[src/rtl/core/lsq_pkg.sv]
// Shared types and constants for the largest-square stream core.
package lsq_pkg;

    localparam int CHAR_W = 8;
    localparam int SIDE_W = 11;
    localparam int ADDR_W = 4;
    localparam int DATA_W = 32;

    localparam logic [SIDE_W-1:0] SIDE_MAX = '1;

    // Register byte addresses on the configuration port.
    localparam logic [ADDR_W-1:0] ADDR_EMPTY_CHAR    = 4'h0;
    localparam logic [ADDR_W-1:0] ADDR_OBSTACLE_CHAR = 4'h4;
    localparam logic [ADDR_W-1:0] ADDR_ROW_WIDTH     = 4'h8;

    localparam logic [CHAR_W-1:0] RST_EMPTY_CHAR    = 8'd46;
    localparam logic [CHAR_W-1:0] RST_OBSTACLE_CHAR = 8'd111;
    localparam logic [SIDE_W-1:0] RST_ROW_WIDTH     = 11'd1024;

    typedef struct packed {
        logic [CHAR_W-1:0] empty_char;
        logic [CHAR_W-1:0] obstacle_char;
        logic [SIDE_W-1:0] row_width;
    } t_cfg;

endpackage

[src/rtl/core/lsq_regs.sv]
// APB register file holding the character codes and the row width.
module lsq_regs (
    input  logic                           i_clk,
    input  logic                           i_rst_n,
    input  logic                           psel,
    input  logic                           penable,
    input  logic                           pwrite,
    input  logic [lsq_pkg::ADDR_W-1:0]     paddr,
    input  logic [lsq_pkg::DATA_W-1:0]     pwdata,
    output logic [lsq_pkg::DATA_W-1:0]     prdata,
    output logic                           pready,
    output lsq_pkg::t_cfg                  o_cfg
);

    lsq_pkg::t_cfg r_cfg;
    logic          wr_en;

    assign pready = 1'b1;
    assign wr_en  = psel && penable && pwrite;
    assign o_cfg  = r_cfg;

    always_ff @(posedge i_clk) begin
        if (!i_rst_n) begin
            r_cfg.empty_char    <= lsq_pkg::RST_EMPTY_CHAR;
            r_cfg.obstacle_char <= lsq_pkg::RST_OBSTACLE_CHAR;
            r_cfg.row_width     <= lsq_pkg::RST_ROW_WIDTH;
        end else if (wr_en) begin
            case (paddr)
                lsq_pkg::ADDR_EMPTY_CHAR:    r_cfg.empty_char    <= pwdata[lsq_pkg::CHAR_W-1:0];
                lsq_pkg::ADDR_OBSTACLE_CHAR: r_cfg.obstacle_char <= pwdata[lsq_pkg::CHAR_W-1:0];
                lsq_pkg::ADDR_ROW_WIDTH:     r_cfg.row_width     <= pwdata[lsq_pkg::SIDE_W-1:0];
                default: ;
            endcase
        end
    end

    always_comb begin
        prdata = '0;
        case (paddr)
            lsq_pkg::ADDR_EMPTY_CHAR:
                prdata = {{(lsq_pkg::DATA_W-lsq_pkg::CHAR_W){1'b0}}, r_cfg.empty_char};
            lsq_pkg::ADDR_OBSTACLE_CHAR:
                prdata = {{(lsq_pkg::DATA_W-lsq_pkg::CHAR_W){1'b0}}, r_cfg.obstacle_char};
            lsq_pkg::ADDR_ROW_WIDTH:
                prdata = {{(lsq_pkg::DATA_W-lsq_pkg::SIDE_W){1'b0}}, r_cfg.row_width};
            default: prdata = '0;
        endcase
    end

endmodule

[config.mk]
export PLATFORM = sky130hd
export DESIGN_NAME = lsq_regs
export DESIGN_NICKNAME = d
export VERILOG_FILES = /design/src/rtl/core/lsq_pkg.sv /design/src/rtl/core/lsq_regs.sv
export SDC_FILE = /design/constraint.sdc
export NUM_CORES = 1
export LEC_CHECK = 0
export BUFFER_PORTS_ARGS = -buffer_cell sky130_fd_sc_hd__buf_2
export CAP_MARGIN = 40
export CORE_UTILIZATION = 35
export DETAILED_ROUTE_END_ITERATION = 8
export GPL_ROUTABILITY_DRIVEN = 0
export PLACE_DENSITY = 0.72
export SYNTH_ARGS = -nofsm -noshare
export SYNTH_HDL_FRONTEND = slang
export SYNTH_SLANG_ARGS = --single-unit
[constraint.sdc]
create_clock -name i_clk -period 0.9 [get_ports i_clk]
set_input_delay 0.09 -clock i_clk [delete_from_list [all_inputs] [get_ports i_clk]]
set_output_delay 0.09 -clock i_clk [all_outputs]
set_load 0.1 [all_outputs]
; Word level (Yosys, flattened, before mapping)
; Cells that the tools add are included.
[op_classes]
n_mul = 0
mux = 1
div_mod_pow = 0
shift = 0
reduce_logical = 6
add_sub_neg = 0
n_lt_le_gt_ge = 0
n_eq_ne = 2
bitwise_logic = 0
[op_table]
columns = op, n
row1 = 11-bit case mux with 3 select lines, 1
row2 = 2-bit AND reduction, 3
row3 = 4-bit by 3-bit equality test with 1-bit output (second input constant), 1
row4 = 4-bit equality test (second input constant), 1
row5 = 4-bit zero test, 1
row6 = 1-bit logical AND, 2
[totals]
out_inout_bits = 60
n_memories = 0
regBits = 27
ram_bits = 0
wordCells = 12
rom_bits = 0
latchBits = 0

; Logic depth before layout (Yosys ltp)
; Gate-level depths: netlist (run 1).
[depth]
depth_word = 3
depth_mapped = 4

; Least setup slack after synthesis (run 1)
; No wires, ideal clock.
[synth_timing]
path_kind = register to output
from = register r_cfg (netlist bit o_cfg[11])
to = output prdata[0] in the netlist's numbering
required_time_ns = 0.810
stages_incl_launch_ff = 3
path_buffers = 0
path_slack_ns = -1.034
arrival_time_ns = 1.844
cell_sequence = dfxtp_1 a222oi_1 inv_1
[synth_between]
elab_chain_len = 1
[synth_rtl]
columns = item, line
row1 = "start, declared", lsq_regs.sv:15  ; lsq_pkg::t_cfg r_cfg;
row2 = 11-bit case mux with 3 select lines, lsq_regs.sv:39  ; case (paddr)
row3 = "end, declared", lsq_regs.sv:10  ; output logic [lsq_pkg::DATA_W-1:0] prdata,
; No other way between the ends.

; Final worst setup path (run 1)
[layout_timing]
from = register r_cfg (netlist bit o_cfg[16])
to = output prdata[5] in the netlist's numbering
; The elaborated chain is that of the path after synthesis.

==> results of run 1 <==
## worst paths after layout
check / from / endpoint / slack, ns / depth (start not counted)
worst min register to register: o_cfg[8] / o_cfg[8] / 0.50 / 2
worst max-delay path: o_cfg[16] / prdata[5] / -0.49 / 4
worst min-delay path: pwdata[8] / o_cfg[8] / 0.05 / 3
worst max register to register: o_cfg[21] / o_cfg[21] / 0.02 / 4
## Yosys cell counts (all sizes together)
| cell | count | area (sq um) |
|---|---|---|
| a21oi | 14 | 70.1 |
| a222oi | 8 | 80.1 |
| and2 | 6 | 40.0 |
| and3 | 1 | 6.26 |
| buf | 28 | 213 |
| clkbuf | 4 | 15.0 |
| conb | 2 | 7.51 |
| dfxtp | 27 | 541 |
| inv | 11 | 41.3 |
| mux2i | 17 | 170 |
| nand2 | 27 | 101 |
| nand2b | 7 | 43.8 |
| nand3 | 3 | 15.0 |
| nor2b | 5 | 31.3 |
| nor4 | 1 | 21.3 |
| nor4b | 2 | 47.6 |
| o211ai | 3 | 22.5 |
## power breakdown
| group | total [W] | switching [W] | internal, W |
|---|---|---|---|
| clock network | 0.000665 | 0.000348 | 0.000316 |
| registers | 0.00113 | 0.00000424 | 0.00112 |
| logic | 0.000883 | 0.000680 | 0.000203 |
## repair_timing
action	4_1_cts	5_1_grt
buffers inserted	2	17
pin swaps	5	0
setup endpoints to repair	65	62
hold buffers	0	0
gates resized for setup	35	24
gates cloned	1	0
## layer usage
layer  vias up  part of all wire [%]  track usage (%)
met5         -                     0                0
met3         6                   4.4             2.57
met4         0                   1.0             8.78
li1        720                     -                -
met1       705                    39             20.7
met2        49                    56             40.0
## metrics by stage
| step | instance area (sq um) | setup TNS [ns] | instances | util, % | worst slack [ns] |
|---|---|---|---|---|---|
| after floorplan | 1660 | -3.40 | 186 | - | -0.278 |
| after global placement | 2690 | -13.67 | 302 | 67.2 | -0.433 |
| after detailed placement | 2690 | -14.82 | 302 | 67.2 | -0.468 |
| after CTS | 2880 | -7.57 | 309 | 71.9 | -0.512 |
| after global routing | 2980 | -9.21 | 315 | 74.5 | -0.576 |
| final | 2980 | -7.21 | 315 | 74.5 | -0.485 |
## critical path: cells and delay by family, from the launching register on
kind                   cells  cell delay, ns
buffers and inverters      3            0.36
AO/OA/AOI/OAI              1            0.33
flip-flops                 1            0.35
## kinds of logic (layout without fill, tap and decap cells)
kind of cell,Yosys count,count (layout),synth area share [%]
muxes,17,17,11.6
and+or+nand+nor,52,53,20.9
DFF,27,27,36.9
AOI/OAI and AO/OA,25,25,11.8
buffers and inverters,43,121,18.3
other,2,22,0.512
## cell type report
class / count / area (sq um) / area share [%]
timing repair buffer: 106 / 1390 / 46.6
multi-input combinational: 117 / 802 / 26.9
sequential: 27 / 642 / 21.5
tap: 50 / 62.6 / 2.10
clock buffer: 4 / 45.0 / 1.51
inverter: 11 / 41.3 / 1.38
==> results.txt, run 1 <==
drt pass-1 iters = 4
WL final = 4380 um
DRC Markers = 0
total number of vias = 1480
most common cell after layout, fill and taps aside = buf_12
crit path capture type = primary output
maxcap violations = 0
Area growth, synth to finish = 103%
Final Power = 0.00267 W
Seq cells post-synth = 27
CP Class = flip-flop to primary output
Worst Skew = 0 ns
vias in the first global route = 1421
post-synthesis cell area = 1470 sq um
GRT overflow = 0
die span in x = 66.7 um
Longest Clk Path Bufs = 2
Sink Count = 27
final setup fails = 51
sequential element share of the synthesized area = 36.9%
initial antenna violation count = 0
Fin. Hold Viols = 0
Mapped Cells = 166
clock tree root buffer cell = clkbuf_8
number of H-tree levels = 1
Core Box Area = 4000 sq um
commonest non-fill, non-tap cells in the layout = buf_12, buf_6, dfxtp_4, nand2_1, conb_1
clk slew on worst S/H paths = 0.08 ns
CP cell instances = a222oi_1 -> buf_4 -> inv_2 -> buf_12
violated checks = setup timing
outcome = complete, but fails checks
via/cell ratio = 4.70
Peak VDD IR = 0.897 mV
crit path DAT = 1.30 ns
filler instances = 269
# rows = 23
first-pass GRT wire length = 6670 um
chip height = 66.7 um
RSZ-0062 raised after global routing = true
Antenna Cells = 0
worst hold path type = primary input to flip-flop
Die ar. = 4450 sq um
Setup crit start kind = flip-flop
max FFs per register = 27
worst path required time = 0.81 ns
Num CTS Buffers = 3
Nets = 307
Pleak = 1.37 nW
DP Wirelength = 3100 um
Synth Warn # = 0
slowest cell on the critical path = dfxtp_4
Initial Util = 36.7%
crit path max fanout = 2
Worst path max stage delay = 0.35 ns
CTS tree = built
Avg WL per Cell = 13.9 um
largest net degree at the start of global routing = 25
Final WS setup = -0.485 ns
PwrDens = 896 nW/um^2
minimum clock period = 1.39 ns
WHS = 0.0518 ns
Slew Viols, Final = 0
syn avg cell area = 8.83 sq um
port bufs = 57
layout cells sized above 1 = 61.5%
worst skew pair latency = 0.26 ns
Antenna Nets Post-Route = 0
Starting DRT DRC Count = 77
boundary pin count = 101
Total GRT Usage = 20.3%
period utilization = 154%
synth unique cells = 20
Max Clock Freq = 722 MHz
(Power assumes the default switching activity.)
==> run 2: changes to the inputs <==
--- a/config.mk
+++ b/config.mk
@@ -11,6 +11,7 @@
 export DETAILED_ROUTE_END_ITERATION = 8
 export GPL_ROUTABILITY_DRIVEN = 0
 export PLACE_DENSITY = 0.72
+export SKIP_CTS_REPAIR_TIMING = 1
 export SYNTH_ARGS = -nofsm -noshare
 export SYNTH_HDL_FRONTEND = slang
 export SYNTH_SLANG_ARGS = --single-unit
==> run 2 against run 1 <==
  * The flow still finishes with violations (setup timing)
  * Die area stayed put
  * Combinational power is 0.8% higher
  * Register-to-register slack worse by 0.03 ns
  * Utilization is 0.16 points higher
  * Wire length is 0.27% higher
  * Global-route usage is 1.7 points lower
  * Highest routed layer unchanged
==> results.txt, run 2 (same netlist as run 1, synthesis figures left out) <==
RSZ-0062 raised after global routing = true
Worst path depth = 3
Die ar. = 4450 sq um
Area growth, synth to finish = 104%
family with the most delay on the worst path = compound AO/OA/AOI/OAI gates
WL final = 4400 um
commonest non-fill, non-tap cells in the layout = buf_12, buf_6, dfxtp_4, nand2_1, conb_1
die span in x = 66.7 um
total number of vias = 1448
CP Class = flip-flop to primary output
Longest Clk Path Bufs = 2
Antenna Cells = 0
minimum clock period = 1.40 ns
crit path max fanout = 2
GRT overflow = 0
Final WS setup = -0.502 ns
DP Area = 2690 sq um
maxcap violations = 0
violated checks = setup timing
PwrDens = 894 nW/um^2
boundary pin count = 101
WP buf/inv = 2
Antenna Nets Post-Route = 0
Fin. Hold Viols = 0
Max Clock Freq = 713 MHz
largest net degree at the start of global routing = 25
worst skew pair latency = 0.26 ns
most common cell after layout, fill and taps aside = buf_12
worst path required time = 0.81 ns
clk slew on worst S/H paths = 0.08 ns
Initial Util = 36.7%
crit path DAT = 1.31 ns
clock tree root buffer cell = clkbuf_8
chip height = 66.7 um
number of H-tree levels = 1
CP cell instances = a222oi_1 -> inv_2 -> buf_12
Core Box Area = 4000 sq um
worst hold path type = primary input to flip-flop
Peak VDD IR = 0.878 mV
Worst path max stage delay = 0.41 ns
DP Wirelength = 3100 um
Setup crit start kind = flip-flop
slowest cell on the critical path = a222oi_1
layout cells sized above 1 = 62.1%
Sink Count = 27
drt pass-1 iters = 4
outcome = complete, but fails checks
crit path capture type = primary output
Worst Skew = 0 ns
final setup fails = 51
Starting DRT DRC Count = 60
post-route cell area = 2990 sq um
final core occ = 74.7%
Total GRT Usage = 18.6%
vias in the first global route = 1363
R2R Path Start = o_cfg[13]
Pleak = 1.38 nW
r2r setup slk = -0.01 ns
first-pass GRT wire length = 6200 um
Worst setup startpoint = o_cfg[13]
Avg WL per Cell = 14.0 um
Setup crit end = prdata[2]
port bufs = 57
DRC Markers = 0
# rows = 23
filler instances = 257
max FFs per register = 27
via/cell ratio = 4.61
Num CTS Buffers = 3
Worst R2R End = o_cfg[13]
Slew Viols, Final = 0
Nets = 306
initial antenna violation count = 0
period utilization = 156%
CTS tree = built
worst reg2reg path depth = 4
run 2: changes by cell type in the layout (fill, tap and decap cells not counted), sizes merged:
cell  before  now
buf      106  105
run 2: cell type report:
class / instances / area (sq um) / area share (%)
flip-flops and latches: 27 / 642 / 21.5
clock buffers: 4 / 45.0 / 1.51
well taps: 50 / 62.6 / 2.09
repair buffers: 105 / 1380 / 46.3
inverters: 11 / 41.3 / 1.38
multi-input cells: 117 / 813 / 27.2
run 2: how the worst min path moves through the flow:
stage	startpoint	end	slack, ns	depth (start not counted)
after floorplan	pwdata[1]	o_cfg[1]	0.22	2
after global placement	pwdata[8]	o_cfg[8]	0.33	3
after detailed placement	pwdata[8]	o_cfg[8]	0.33	3
after CTS	pwdata[8]	o_cfg[8]	0.05	3
after global routing	pwdata[9]	o_cfg[9]	0.05	3
final	pwdata[8]	o_cfg[8]	0.05	3
run 2: where the power goes:
part | switching [W] | internal [W] | leakage (nW)
clock | 0.000340 | 0.000316 | 0.0228
combinational | 0.000683 | 0.000207 | 1.12
sequential | 0.00000444 | 0.00112 | 0.230
total | 0.00103 | 0.00164 | 1.38
run 2: per-layer routing:
| metal | global-route usage [%] | wire [um] | vias up |
|---|---|---|---|
| li1 | - | - | 714 |
| met1 | 19.7 | 1650 | 675 |
| met2 | 35.7 | 2480 | 53 |
| met3 | 2.40 | 207 | 6 |
| met4 | 8.24 | 57 | 0 |
| met5 | 0 | 0 | - |
run 2: worst min-delay path, stage by stage:
cell and delay (ns):
buf_2 0.10, nand2_1 0.04, mux2i_1 0.05
run 2: through the flow:
stage	setup slack (ns)	instances	hold WS [ns]	power (W)	setup TNS (ns)
4_1_cts	-0.512	306	0.0478	0.00265	-10.26
5_1_grt	-0.576	314	0.0523	0.00279	-9.62
6_report	-0.502	314	0.0534	0.00267	-7.51
3_3_place_gp	-0.433	302	0.329	0.00199	-13.67
3_5_place_dp	-0.468	302	0.333	0.00200	-14.82
2_1_floorplan	-0.278	186	0.222	0.00186	-3.40
